<file path="config.mk">
export PLATFORM = sky130hd
export DESIGN_NAME = aml_name_string_parser
export DESIGN_NICKNAME = d
export VERILOG_FILES = /design/src/hw/rtl/ansp_pkg.sv /design/src/hw/rtl/aml_name_string_parser.sv /design/src/hw/rtl/ansp_fsm.sv /design/src/hw/rtl/ansp_out_reg.sv
export SDC_FILE = /design/constraint.sdc
export NUM_CORES = 1
export LEC_CHECK = 0
export BUFFER_PORTS_ARGS = -buffer_cell sky130_fd_sc_hd__buf_2
export CORE_MARGIN = 10
export CORE_UTILIZATION = 30
export CTS_BUF_LIST = sky130_fd_sc_hd__clkbuf_4 sky130_fd_sc_hd__clkbuf_8
export DETAILED_ROUTE_END_ITERATION = 6
export PLACE_DENSITY = 0.59
export SLEW_MARGIN = 40
export SYNTH_ARGS = -nofsm -noshare
export SYNTH_HDL_FRONTEND = slang
export SYNTH_SLANG_ARGS = --single-unit
</file>
<file path="constraint.sdc">
create_clock -name clk -period 14.3 [get_ports clk]
set_input_delay 1.43 -clock clk [delete_from_list [all_inputs] [get_ports clk]]
set_output_delay 1.43 -clock clk [all_outputs]
set_load 0.03 [all_outputs]
</file>
<file path="src/hw/rtl/ansp_pkg.sv">
// ansp_pkg: shared types, character codes and character-class functions
// for the AML name string parser. No dependencies.
package ansp_pkg;

	// Characters that steer the prefix and segment-count decode and the character classes
	localparam logic [7:0] CH_NUL    = 8'h00;
	localparam logic [7:0] CH_CARET  = 8'h5E; // '^'
	localparam logic [7:0] CH_BSLASH = 8'h5C; // '\'
	localparam logic [7:0] CH_DOT    = 8'h2E; // '.'
	localparam logic [7:0] CH_SLASH  = 8'h2F; // '/'
	localparam logic [7:0] CH_UPPER_A = 8'h41;
	localparam logic [7:0] CH_UPPER_Z = 8'h5A;
	localparam logic [7:0] CH_UNDER  = 8'h5F; // '_'
	localparam logic [7:0] CH_DIGIT_0 = 8'h30;
	localparam logic [7:0] CH_DIGIT_9 = 8'h39;

	localparam logic [7:0] DUAL_SEG_COUNT = 8'd2;
	localparam logic [7:0] SINGLE_SEG_COUNT = 8'd1;
	localparam logic [7:0] CARET_MAX = 8'd255;
	localparam logic [1:0] LAST_CHAR_POS = 2'd3;

	typedef enum logic [2:0] {
		PH_IDLE    = 3'd0,
		PH_CARETS  = 3'd1,
		PH_ROOTED  = 3'd2,
		PH_COUNT   = 3'd3,
		PH_SEGMENT = 3'd4
	} ansp_phase_t;

	typedef struct packed {
		logic [31:0] word;
		logic [7:0]  index;
		logic [7:0]  total;
		logic [7:0]  levels;
		logic        root;
		logic        status;
		logic        last;
	} ansp_result_t;

	// First segment character: A-Z or underscore
	function automatic logic is_lead_char(input logic [7:0] c);
		return ((c >= CH_UPPER_A) && (c <= CH_UPPER_Z)) || (c == CH_UNDER);
	endfunction

	// Later segment characters also allow digits
	function automatic logic is_name_char(input logic [7:0] c);
		return is_lead_char(c) || ((c >= CH_DIGIT_0) && (c <= CH_DIGIT_9));
	endfunction

endpackage

</file>
<file path="src/hw/rtl/aml_name_string_parser.sv">
// aml_name_string_parser: top level of the AML name string parser.
// Depends on ansp_pkg, ansp_fsm and ansp_out_reg.

// Takes an AML name string one byte per transfer and returns one result per
// completed four-character segment, or a single result for a zero-segment name
// or an invalid character (status_code 1). A transferred byte is held in the input
// register until the decode state machine consumes it; when that byte forms a
// result, the state machine writes the output register, so each result passes
// through the input register and then the output register. Bytes are taken one
// per clock unless a byte that forms a result stalls on a full output slot. A byte
// that produces no result is consumed even while the output register holds a
// pending transfer; a byte that does produce one waits until the output slot
// frees. last_of_name marks the final result of each name and every error;
// the next byte then starts a new name.
module aml_name_string_parser
	import ansp_pkg::*;
(
	input  logic        clk,
	input  logic        arst_n,
	input  logic        in_valid,
	output logic        in_ready,
	input  logic [7:0]  data_byte,
	output logic        out_valid,
	input  logic        out_ready,
	output logic [31:0] segment_word,
	output logic [7:0]  segment_index,
	output logic [7:0]  segment_total,
	output logic [7:0]  parent_levels,
	output logic        from_root,
	output logic        status_code,
	output logic        last_of_name
);

	logic         valid_s1;
	logic [7:0]   byte_s1;
	logic         advance;
	logic         emit;
	ansp_result_t fsm_result;
	ansp_result_t result_q;

	// input register
	always_ff @(posedge clk or negedge arst_n) begin
		if (!arst_n) begin
			valid_s1 <= 1'b0;
		end else if (in_ready) begin
			valid_s1 <= in_valid;
		end
	end

	always_ff @(posedge clk) begin
		if (in_valid && in_ready) byte_s1 <= data_byte;
	end

	// byte moves on unless it makes a result and the output slot is stuck
	assign advance  = valid_s1 && (!emit || !out_valid || out_ready);
	assign in_ready = !valid_s1 || advance;

	ansp_fsm u_fsm (
		.clk     (clk),
		.arst_n  (arst_n),
		.step    (advance),
		.byte_in (byte_s1),
		.emit    (emit),
		.result  (fsm_result)
	);

	ansp_out_reg u_out (
		.clk       (clk),
		.arst_n    (arst_n),
		.load      (advance && emit),
		.result_in (fsm_result),
		.out_valid (out_valid),
		.out_ready (out_ready),
		.result_q  (result_q)
	);

	assign segment_word  = result_q.word;
	assign segment_index = result_q.index;
	assign segment_total = result_q.total;
	assign parent_levels = result_q.levels;
	assign from_root     = result_q.root;
	assign status_code   = result_q.status;
	assign last_of_name  = result_q.last;

	// a new result never overwrites one that has not been taken
	a_no_overwrite: assert property (@(posedge clk) disable iff (!arst_n)
		(advance && emit) |-> (!out_valid || out_ready))
		else $error("result register overwritten");

	// errors always end the name
	a_error_last: assert property (@(posedge clk) disable iff (!arst_n)
		(out_valid && status_code) |-> last_of_name)
		else $error("error result without last flag");

	// zero-segment names give one empty, final result
	a_empty_name: assert property (@(posedge clk) disable iff (!arst_n)
		(out_valid && !status_code && segment_total == 8'd0)
		|-> (last_of_name && segment_word == 32'd0 && segment_index == 8'd0))
		else $error("bad zero-segment result");

	// a good segment lies inside the declared count
	a_index_range: assert property (@(posedge clk) disable iff (!arst_n)
		(out_valid && !status_code && segment_total != 8'd0)
		|-> (segment_index < segment_total))
		else $error("segment index beyond declared count");

	// a stalled result holds
	a_hold: assert property (@(posedge clk) disable iff (!arst_n)
		(out_valid && !out_ready) |=> (out_valid && $stable(result_q)))
		else $error("stalled result changed");

endmodule

</file>
<file path="src/hw/rtl/ansp_fsm.sv">
// ansp_fsm: name decode state machine; consumes one byte per step and
// forms at most one result. Depends on ansp_pkg.
module ansp_fsm
	import ansp_pkg::*;
(
	input  logic         clk,
	input  logic         arst_n,
	input  logic         step,
	input  logic [7:0]   byte_in,
	output logic         emit,
	output ansp_result_t result
);

	ansp_phase_t phase_q, phase_d;
	logic [7:0]  caret_q, caret_d;
	logic        root_q, root_d;
	logic [7:0]  decl_q, decl_d;
	logic [7:0]  cnt_q, cnt_d;
	logic [1:0]  pos_q, pos_d;
	logic [23:0] acc_q, acc_d;

	always_ff @(posedge clk or negedge arst_n) begin
		if (!arst_n) begin
			phase_q <= PH_IDLE;
			caret_q <= '0;
			root_q  <= 1'b0;
			decl_q  <= '0;
			cnt_q   <= '0;
			pos_q   <= '0;
			acc_q   <= '0;
		end else if (step) begin
			phase_q <= phase_d;
			caret_q <= caret_d;
			root_q  <= root_d;
			decl_q  <= decl_d;
			cnt_q   <= cnt_d;
			pos_q   <= pos_d;
			acc_q   <= acc_d;
		end
	end

	logic        decide, take, empty, clear;
	logic [1:0]  pos_use;
	logic [7:0]  cnt_use, decl_use;
	logic [23:0] acc_use;
	logic        seg_last;

	always_comb begin
		phase_d = phase_q;
		caret_d = caret_q;
		root_d  = root_q;
		decl_d  = decl_q;
		cnt_d   = cnt_q;
		pos_d   = pos_q;
		acc_d   = acc_q;
		decide  = 1'b0;
		take    = 1'b0;
		empty   = 1'b0;
		clear   = 1'b0;
		emit    = 1'b0;
		seg_last = 1'b0;
		result  = '{word: '0, index: '0, total: decl_q, levels: caret_q,
			root: root_q, status: 1'b0, last: 1'b0};

		unique case (phase_q)
			PH_IDLE: begin
				if (byte_in == CH_CARET) begin
					caret_d = 8'd1;
					phase_d = PH_CARETS;
				end else if (byte_in == CH_BSLASH) begin
					root_d  = 1'b1;
					phase_d = PH_ROOTED;
				end else begin
					decide = 1'b1;
				end
			end
			PH_CARETS: begin
				if (byte_in == CH_CARET) begin
					if (caret_q != CARET_MAX) caret_d = caret_q + 8'd1;
				end else begin
					decide = 1'b1;
				end
			end
			PH_ROOTED: decide = 1'b1;
			PH_COUNT: begin
				if (byte_in == CH_NUL) begin
					empty = 1'b1;
				end else begin
					decl_d  = byte_in;
					phase_d = PH_SEGMENT;
				end
			end
			PH_SEGMENT: take = 1'b1;
			default: clear = 1'b1;
		endcase

		// byte after the prefix picks the segment count
		if (decide) begin
			cnt_d = '0;
			pos_d = '0;
			acc_d = '0;
			if (byte_in == CH_NUL) begin
				empty = 1'b1;
			end else if (byte_in == CH_DOT) begin
				decl_d  = DUAL_SEG_COUNT;
				phase_d = PH_SEGMENT;
			end else if (byte_in == CH_SLASH) begin
				phase_d = PH_COUNT;
			end else begin
				take = 1'b1;
			end
		end

		// a plain first byte is itself the first char of a one-segment name
		pos_use  = decide ? 2'd0 : pos_q;
		cnt_use  = decide ? 8'd0 : cnt_q;
		decl_use = decide ? SINGLE_SEG_COUNT : decl_q;
		acc_use  = decide ? 24'd0 : acc_q;

		if (empty) begin
			emit = 1'b1;
			result.total = '0;
			result.last  = 1'b1;
			clear = 1'b1;
		end

		if (take) begin
			result.total = decl_use;
			result.index = cnt_use;
			if (!((pos_use == 2'd0) ? is_lead_char(byte_in) : is_name_char(byte_in))) begin
				emit = 1'b1;
				result.status = 1'b1;
				result.last   = 1'b1;
				clear = 1'b1;
			end else if (pos_use != LAST_CHAR_POS) begin
				acc_d = acc_use;
				acc_d[8*pos_use +: 8] = byte_in;
				pos_d   = pos_use + 2'd1;
				cnt_d   = cnt_use;
				decl_d  = decl_use;
				phase_d = PH_SEGMENT;
			end else begin
				seg_last = ({1'b0, cnt_use} + 9'd1) >= {1'b0, decl_use};
				emit = 1'b1;
				result.word = {byte_in, acc_use};
				result.last = seg_last;
				if (seg_last) begin
					clear = 1'b1;
				end else begin
					cnt_d   = cnt_use + 8'd1;
					pos_d   = '0;
					acc_d   = '0;
					decl_d  = decl_use;
					phase_d = PH_SEGMENT;
				end
			end
		end

		if (clear) begin
			phase_d = PH_IDLE;
			caret_d = '0;
			root_d  = 1'b0;
			decl_d  = '0;
			cnt_d   = '0;
			pos_d   = '0;
			acc_d   = '0;
		end
	end

endmodule

</file>
<file path="src/hw/rtl/ansp_out_reg.sv">
// ansp_out_reg: result register with valid/ready on the output side.
// Depends on ansp_pkg.
module ansp_out_reg
	import ansp_pkg::*;
(
	input  logic         clk,
	input  logic         arst_n,
	input  logic         load,
	input  ansp_result_t result_in,
	output logic         out_valid,
	input  logic         out_ready,
	output ansp_result_t result_q
);

	logic valid_q;

	always_ff @(posedge clk or negedge arst_n) begin
		if (!arst_n) begin
			valid_q <= 1'b0;
		end else if (load) begin
			valid_q <= 1'b1;
		end else if (out_ready) begin
			valid_q <= 1'b0;
		end
	end

	always_ff @(posedge clk) begin
		if (load) result_q <= result_in;
	end

	assign out_valid = valid_q;

endmodule
</file>
==> results of run 1 <==
-- stage by stage --
step / cell area [um2] / setup slack, ns / hold slack, ns / util (%)
finish: 6670 / 8.22 / 0.476 / 35.8
global route: 6660 / 7.87 / 0.483 / 35.7
CTS: 6650 / 8.23 / 0.478 / 35.7
detailed placement: 6260 / 8.73 / 0.455 / 33.6
global placement: 6250 / 8.84 / 0.453 / 33.5
floorplan: 5660 / 7.90 / 0.426 / -
-- cells in the mapped netlist (2+ instances only) --
master | number | area, um2
sky130_fd_sc_hd__edfxtp_1 | 67 | 2010
sky130_fd_sc_hd__dfrtp_1 | 56 | 1400
sky130_fd_sc_hd__nand2_1 | 52 | 195
sky130_fd_sc_hd__nor2_1 | 37 | 139
sky130_fd_sc_hd__and3_1 | 30 | 188
sky130_fd_sc_hd__and2_1 | 29 | 181
sky130_fd_sc_hd__a22o_1 | 27 | 236
sky130_fd_sc_hd__o21ai_0 | 21 | 105
sky130_fd_sc_hd__clkbuf_1 | 19 | 71.3
sky130_fd_sc_hd__a21oi_1 | 18 | 90.1
sky130_fd_sc_hd__ha_1 | 15 | 188
sky130_fd_sc_hd__nand3_1 | 13 | 65.1
sky130_fd_sc_hd__inv_1 | 8 | 30.0
sky130_fd_sc_hd__a21o_1 | 7 | 52.6
sky130_fd_sc_hd__a22oi_1 | 6 | 45.0
sky130_fd_sc_hd__a31oi_1 | 6 | 37.5
sky130_fd_sc_hd__nand2b_1 | 6 | 37.5
sky130_fd_sc_hd__o31ai_1 | 5 | 37.5
sky130_fd_sc_hd__nand4_1 | 4 | 25.0
sky130_fd_sc_hd__nor3_1 | 4 | 20.0
sky130_fd_sc_hd__or2_2 | 4 | 25.0
sky130_fd_sc_hd__buf_2 | 3 | 15.0
sky130_fd_sc_hd__buf_6 | 3 | 33.8
sky130_fd_sc_hd__o21a_1 | 3 | 22.5
sky130_fd_sc_hd__o21ai_1 | 3 | 15.0
sky130_fd_sc_hd__or3_1 | 3 | 18.8
sky130_fd_sc_hd__xnor2_1 | 3 | 26.3
sky130_fd_sc_hd__xor2_1 | 3 | 26.3
sky130_fd_sc_hd__a221oi_1 | 2 | 17.5
sky130_fd_sc_hd__a32o_1 | 2 | 20.0
sky130_fd_sc_hd__nor3_2 | 2 | 20.0
sky130_fd_sc_hd__nor3b_1 | 2 | 15.0
sky130_fd_sc_hd__nor4_1 | 2 | 12.5
sky130_fd_sc_hd__nor4bb_1 | 2 | 20.0
sky130_fd_sc_hd__o21bai_1 | 2 | 15.0
sky130_fd_sc_hd__o31a_1 | 2 | 17.5
-- worst max-delay path by stage --
stage / startpoint / end / slack, ns / cells after the start
2_1_floorplan: byte_s1[5] / u_out.result_q[0] / 7.90 / 14
3_3_place_gp: byte_s1[0] / in_ready / 8.84 / 14
3_5_place_dp: byte_s1[0] / in_ready / 8.73 / 14
4_1_cts: byte_s1[0] / in_ready / 8.23 / 14
5_1_grt: byte_s1[0] / in_ready / 7.87 / 14
6_report: byte_s1[0] / in_ready / 8.22 / 14
-- logic make-up after synthesis --
group,Yosys count
xor gates and xnor gates,6
buffers and inverters,34
other,1
adders and majority gates,15
and+or+nand+nor,195
AOI/OAI and AO/OA,115
muxes,1
DFF,123
-- power by group through the flow --
stage	Combinational, mW	Sequential [mW]	Clock, mW
2_1_floorplan	0.0569	0.486	0
3_3_place_gp	0.160	0.434	0
3_5_place_dp	0.162	0.434	0
4_1_cts	0.163	0.427	0.319
5_1_grt	0.173	0.431	0.333
6_report	0.160	0.427	0.309
-- layout make-up --
class / instances / area (um2) / area share (%)
diodes: 1 / 2.50 / 0.0375
flip-flops and latches: 123 / 3410 / 51.2
repair buffers: 78 / 409 / 6.14
multi-input cells: 333 / 2120 / 31.8
well taps: 234 / 293 / 4.39
clock buffers: 17 / 234 / 3.51
inverters: 8 / 30.0 / 0.450
clock inverters: 15 / 163 / 2.44
-- routing by layer --
layer  part of all wire (%)  vias to the layer above
li1                       -                     1952
met1                     46                     2055
met2                     46                      128
met3                    7.0                       13
met4                    1.3                        0
met5                      0                        -
-- sequential cells by signal, indices dropped and copies added (netlist names) --
| register | flops |
|---|---|
| u_fsm.decl_q | 8 |
| u_fsm.caret_q | 8 |
| u_fsm.root_q | 1 |
| u_fsm.acc_q | 24 |
| u_fsm.pos_q | 2 |
| u_fsm.cnt_q | 8 |
| u_out.out_valid | 1 |
| u_fsm.phase_q | 3 |
| u_out.result_q | 59 |
| valid_s1 | 1 |
| byte_s1 | 8 |
-- critical path, cell delays in order (launching register included) --
cell                        delay [ns]
sky130_fd_sc_hd__edfxtp_1         0.56
sky130_fd_sc_hd__or4b_4           0.62
sky130_fd_sc_hd__o41ai_4          0.29
sky130_fd_sc_hd__buf_4            0.42
sky130_fd_sc_hd__and2_1           0.24
sky130_fd_sc_hd__inv_1            0.09
sky130_fd_sc_hd__ha_1             0.25
sky130_fd_sc_hd__nand4bb_1        0.19
sky130_fd_sc_hd__a21oi_1          0.16
sky130_fd_sc_hd__nand3_1          0.22
sky130_fd_sc_hd__or2_2            0.39
sky130_fd_sc_hd__a21oi_1          0.34
sky130_fd_sc_hd__nor2_1           0.09
sky130_fd_sc_hd__nand2_1          0.11
sky130_fd_sc_hd__buf_2            0.21
==> results list, run 1 <==
- The max-slew violation count is 0.
- Most used cells in the layout excluding fill and tap cells: sky130_fd_sc_hd__buf_2 (72), sky130_fd_sc_hd__edfxtp_1 (67), sky130_fd_sc_hd__dfrtp_1 (56)
- Number of instances in the synthesized netlist: 490
- At the later pin of the worst-skew pair, clock insertion delay measures 0.45 ns.
- Dividing the detail-routed via count by the number of cells gives 5.13.
* Initial Util: 30.4%
- Async SR Flop Fraction: 45.5%
- The core region is 18600 um2.
- Timing would allow up to 0.165 GHz.
- The count of cells in the finished layout, fillers not included, comes to 809.
- From left edge to right edge, the die measures 157 um.
* First-pass GRT wire length: 23000 um
- The via count of the first global-routing pass is 4154.
- Across the routed clock network, the largest skew measured is 0.0122 ns.
- Dividing the detail-routed wire length by the instance count gives 17.7 um.
* Setup tns final: 0 ns
- In this run the power density over the cells is 134 nW/um2.
- Number of CTS-inserted buffers: 17
- Relative slew slack: 48.7%
- Of the cells placed in the final design, the portion with a size suffix greater than 1 is 21.6%.
- Worst vdd rail ir drop: 0.0000584 V
- The worst setup path is launched from a register.
* Total gr overflow: 0
- Most Used Layer, Global Route: met2
- Height of the chip: 157 um
- The root buffer cell chosen for the clock tree is sky130_fd_sc_hd__clkbuf_8.
- Post-layout minimum cycle time: 6.08 ns
* Cell area after synthesis: 5660 um2
* TritonCTS clock tree: built
- Int Power: 605 uW
- HPWL Detailed: 9900 um
- Routed vias: 4148
- Gpl congestion: 0.854
- Avg Synthesized Cell Area: 11.6 um2
- Adder-cell area share of the yosys netlist: 3.31%
- After clock tree synthesis, the setup repair step added 0 buffers.
- For hold timing, the worst endpoint is u_fsm.acc_q[6].
- Simple-Gate Fraction of Synth Area: 17.9%
* Leakage: 2.87 nW
- Depth of the CTS H-tree: 4
- Depth of the worst register-to-register path: 19
- The final hold violation count is 0.
* Number of cells in the design after placement: 776
- Number of DRC violations after detailed routing: 0
- Period utilization: 42.5%
- Share of synthesized area spent on multiplexers: 0.177%
- In the global route stage, met1 resource usage came out at 15.3%.
* Met2 Resource Use GR: 18.0%
- Post-cts sizing count: 0
* HP Start: u_fsm.acc_q[6]
- Setup repair after global routing left no endpoint under its margin.
- The filler cells instantiated in the layout total 1841.
* Share of total power in combinational logic: 17.9%
* Register-to-Register Setup Slack: 8.92 ns
* Number of warnings printed during yosys synthesis: 0
* Post-synth cell types: 55
* Power dissipated by switching net loads: 291 uW
- The final layout contains 588 nets.
- At the pin with the least slew margin, the transition time is 0.763 ns.
- Switching Fraction: 32.4%
- Max-cap violations in this run came to 0.
- Synthesis produced a netlist with a net count of 517.
- Post-synthesis share of cell area spent on xor and xnor gates: 0.928%
- Sink Count: 123
* Dominant register cell in the synthesized netlist: sky130_fd_sc_hd__edfxtp_1
- GR Util All Layers: 11.9%
- The detail route stage leaves a number of antenna-violating nets equal to 0.
- Crit-path max FO: 44
- Setup violations remaining at the end of the flow were counted as 0.
- Worst r2r src: byte_s1[0]
- The initialized floorplan defines 50 standard-cell rows.
* CP Class: reg2out
- Number of antenna violations at the first check in global routing: 1
* Area added between synthesis and finish: 17.7%
- Post-layout total power: 896 uW
- #FFs+latches synth: 123
- Worst min path class: reg2reg
- For this design the top-level I/O count stands at 73.
* Count of flip-flops with a built-in enable after synthesis: 67
- After clock tree synthesis, the flow added hold-fix buffers numbering 0.
- Global routing consumed, on the met3 layer, 4.67% of the routing resources.
- For the worst setup path, the data required time is 12.87 ns.
- By area, the combinational part of the netlist is dominated by simple AND/OR/NAND/NOR gates.
* Clock Power Share: 34.5%
- The worst setup path is captured at a primary output.
* Compound-gate portion of the synthesized area: 14.6%
- Counting instances, the worst hold path has a depth of 1.
- The clock passes through at most 2 buffers.
- Post-detailed-routing wire length: 14300 um
* Result of the run: completed
* Maximum number of pins on one net before global-route repair: 57
* Endpoint of the worst register-to-register path: u_fsm.cnt_q[1]
- Part of the power in registers: 47.6%
- Fraction of the yosys area taken by sequential cells: 60.3%
- Die Outline Area: 24800 um2
- The library cell used most frequently in the layout, excluding fill and tap cells, is sky130_fd_sc_hd__buf_2.
* Initial DRT Pass Iterations: 5
- Worst path arrival time: 4.65 ns
- Initial detailed-routing violation count: 336
- Clock-pin slew was measured on the worst setup and hold paths at 0.08 ns.
- The count of buffers added on input and output ports is 72.
(Power assumes the default switching activity.)
==> inputs of run 2 (changes only) <==
--- a/config.mk
+++ b/config.mk
@@ -10,7 +10,7 @@
 export CORE_UTILIZATION = 30
 export CTS_BUF_LIST = sky130_fd_sc_hd__clkbuf_4 sky130_fd_sc_hd__clkbuf_8
 export DETAILED_ROUTE_END_ITERATION = 6
-export PLACE_DENSITY = 0.59
+export PLACE_DENSITY = 0.61
 export SLEW_MARGIN = 40
 export SYNTH_ARGS = -nofsm -noshare
 export SYNTH_HDL_FRONTEND = slang
==> constraint.sdc (replaced) <==
create_clock -name clk -period 5.21 [get_ports clk]
set_input_delay 0.521 -clock clk [delete_from_list [all_inputs] [get_ports clk]]
set_output_delay 0.521 -clock clk [all_outputs]
set_load 0.03 [all_outputs]
==> run 2 against run 1 <==
First-iteration DRC count is 25% lower. Flip-flop and latch count stayed put. Core utilization is 1.2 points higher. Global-route usage is 0.38 points higher. Non-clock buffer count is 13 higher. Cell area is 3.2% higher. Register-to-register slack worse by 8.5 ns. Sequential share of layout area is 1.6 points lower. Wire length is 3.0% higher. Die area stayed put. Highest routed layer unchanged.
==> results list, run 2 (same netlist as run 1, synthesis figures left out) <==
- Setup tns final: 0 ns
- Capture point of the worst path: in_ready
- Clock Skew: 0.0174 ns
- The final critical path takes up 95.2% of the cycle.
* Largest register by flop count: u_out.result_q
- Critical Path Sink Type: primary output
- For this block, the routed nets add up to 14700 um of wire.
* Origin of the worst setup path: byte_s1[7]
* Gpl congestion: 0.880
- Sink Count: 123
* Worst vdd rail ir drop: 0.000177 V
- Largest stage delay on the critical path: 0.62 ns
* IO Port Bufs: 72
* Filler Cell Count: 1864
* Routed Antenna Nets: 0
- In this run the critical register-to-register path is captured at u_fsm.cnt_q[3].
- The post-route netlist has 23.3% of its cells at a drive strength greater than 1.
* Transition at the pin with the smallest max-transition slack: 0.793 ns
- Maximum number of pins on one net before global-route repair: 57
- After the last flow step, the layout net total stands at 601.
- In this run the tightest slew margin relative to its limit is 46.8%.
* Total setup violations reported at the end of the flow: 0
- Area of the core region: 18600 um2
- The floorplan step defined a die boundary enclosing 24800 um2.
- Setup repair after global routing left no endpoint under its margin.
- Post-layout minimum cycle time: 4.96 ns
* Result of the run: completed
* Area added between synthesis and finish: 21.5%
* Number of antenna violations at the first check in global routing: 0
- The first detailed-routing pass took 5 iterations.
- Routed vias: 4170
- Number of cells in the design after placement: 788
- Dividing total power by cell area gives a power density of 391 nW/um2.
- After the first detailed-routing iteration, the DRC count stood at 253.
- In this run the vertical extent of the chip is 157 um.
- The tool flagged a number of max-cap violations equal to 0.
* CP Class: reg2out
- The library cells used most frequently in the layout, excluding fill and tap cells, are sky130_fd_sc_hd__buf_2 (72), sky130_fd_sc_hd__edfxtp_1 (67), sky130_fd_sc_hd__dfrtp_1 (56).
- Final antenna diode count: 0
* Depth of the worst register-to-register path: 18
- The root buffer cell chosen for the clock tree is sky130_fd_sc_hd__clkbuf_8.
* TritonCTS clock tree: built
- Registers take 3410 um2.
- Startpoint type of the worst setup path: register
- Data required, critical path: 4.69 ns
- In this run the critical register-to-register path is launched from byte_s1[7].
* Final Hold Viols: 0
- Data arrives at the worst endpoint at 4.44 ns.
* Commonest non-fill, non-tap cell in the layout: sky130_fd_sc_hd__buf_2
* HPWL Detailed: 10400 um
- For this design, the slowest cell found on the critical path is sky130_fd_sc_hd__or4b_4.
* Post-CTS clock slew at the launch and capture registers of the worst setup and hold paths: 0.09 ns
- Final standard cell count with taps included and fillers excluded: 821
* Total gr overflow: 0
* Number of CTS-inserted buffers: 17
* Flip-flop count of the largest register after layout: 59
* Timing-limited maximum frequency: 0.202 GHz
- Leakage: 2.99 nW
- In this run the worst path has a maximum fanout of 42.
- After detailed routing, the number of vias per cell comes to 5.08.
* Post-CTS setup repair buffer count: 0
- In the final routed layout, each cell accounts on average for 17.9 um.
* Depth of the CTS H-tree: 4
* Clk Latency, worst-skew pair: 0.46 ns
- Number of standard-cell rows in the floorplan: 50
* Register-to-Register Setup Slack: 0.41 ns
* Multi-input gate area: 2120 um2
- Initial Util: 30.4%
- GR Util All Layers: 12.3%
* Worst min path class: in2async
- The via count of the first global-routing pass came to 4137.
- Top-level I/O count: 73
- From left edge to right edge, the die measures 157 um.
- The max-slew violation count is 0.
- Cells along the critical path: or4b_4 -> o41ai_4 -> buf_6 -> and2_1 -> inv_1 -> ha_1 -> nand4bb_1 -> a21oi_1 -> nand3_1 -> or2_2 -> a21oi_2 -> nor2_1 -> nand2_1 -> buf_2
- The largest registers in the layout are u_out.result_q x59, u_fsm.acc_q x24.
- Number of DRC violations after detailed routing: 0
- First-pass GRT wire length: 23700 um
- Max Buffers Root-to-Sink: 2
-- run 2: changes by cell type in the layout (fill, tap and decap cells not counted), sizes merged --
cell | previous run | this run
clkbuf | 17 | 20
clkinv | 5 | 2
diode | 1 | 0
inv | 14 | 12
bufinv | 2 | 6
clkinvlp | 2 | 0
buf | 78 | 91
-- run 2: per-stage QoR --
step                      total power [mW]  area [um2]  utilization, %  worst slack (ns)  hold slack (ns)
after detailed placement              1.66        6360            34.1             0.488            0.447
after global routing                  2.80        6880            36.9            0.0195           0.0851
final                                 2.69        6880            36.9             0.250           0.0583
after global placement                1.66        6350            34.1             0.579            0.454
after CTS                             2.72        6860            36.8            0.0547            0.221
after floorplan                       1.49        5670               -             0.242            0.225
-- run 2: routing by layer --
| layer | GRT usage, % | vias up | part of all wire [%] |
|---|---|---|---|
| met3 | 3.90 | 19 | 7.3 |
| li1 | - | 1983 | - |
| met2 | 18.7 | 137 | 45 |
| met5 | 0 | - | 0 |
| met4 | 4.72 | 0 | 1.5 |
| met1 | 15.9 | 2031 | 46 |
-- run 2: how the worst min path moves through the flow --
stage / end / slack (ns) / cells after the start
2_1_floorplan: u_fsm.acc_q[0] / 0.23 / 0
3_3_place_gp: u_out.result_q[2] / 0.45 / 0
3_5_place_dp: u_out.result_q[2] / 0.45 / 0
4_1_cts: u_fsm.acc_q[18] / 0.22 / 2
5_1_grt: u_fsm.acc_q[18] / 0.09 / 2
6_report: u_fsm.acc_q[18] / 0.06 / 2
-- run 2: final cells by class --
type,instances,share of cell area [%]
clock buffer,20,3.82
multi-input combinational,333,30.8
clock inverter,12,3.38
tap,234,4.25
sequential,123,49.6
timing repair buffer,91,7.73
inverter,8,0.436
-- run 2: critical path: cells and delay by family, from the launching register on --
kind / cells / cell delay [ns]
adder cells (fa/ha/maj): 1 / 0.25
flip-flops: 1 / 0.48
AO/OA/AOI/OAI: 3 / 0.80
AND/OR/NAND/NOR: 7 / 1.78
buffers and inverters: 3 / 0.65
-- run 2: repair_timing --
item,CTS,global route
hold buffers,0,0
resized for setup,0,2
endpoints found under the hold margin,0,0
setup endpoints to repair,0,1
-- run 2: power by group --
| group | internal (mW) | switching [mW] | total [mW] |
|---|---|---|---|
| clock | 0.649 | 0.405 | 1.05 |
| combinational | 0.115 | 0.358 | 0.474 |
| sequential | 1.13 | 0.0292 | 1.16 |
| total | 1.90 | 0.793 | 2.69 |
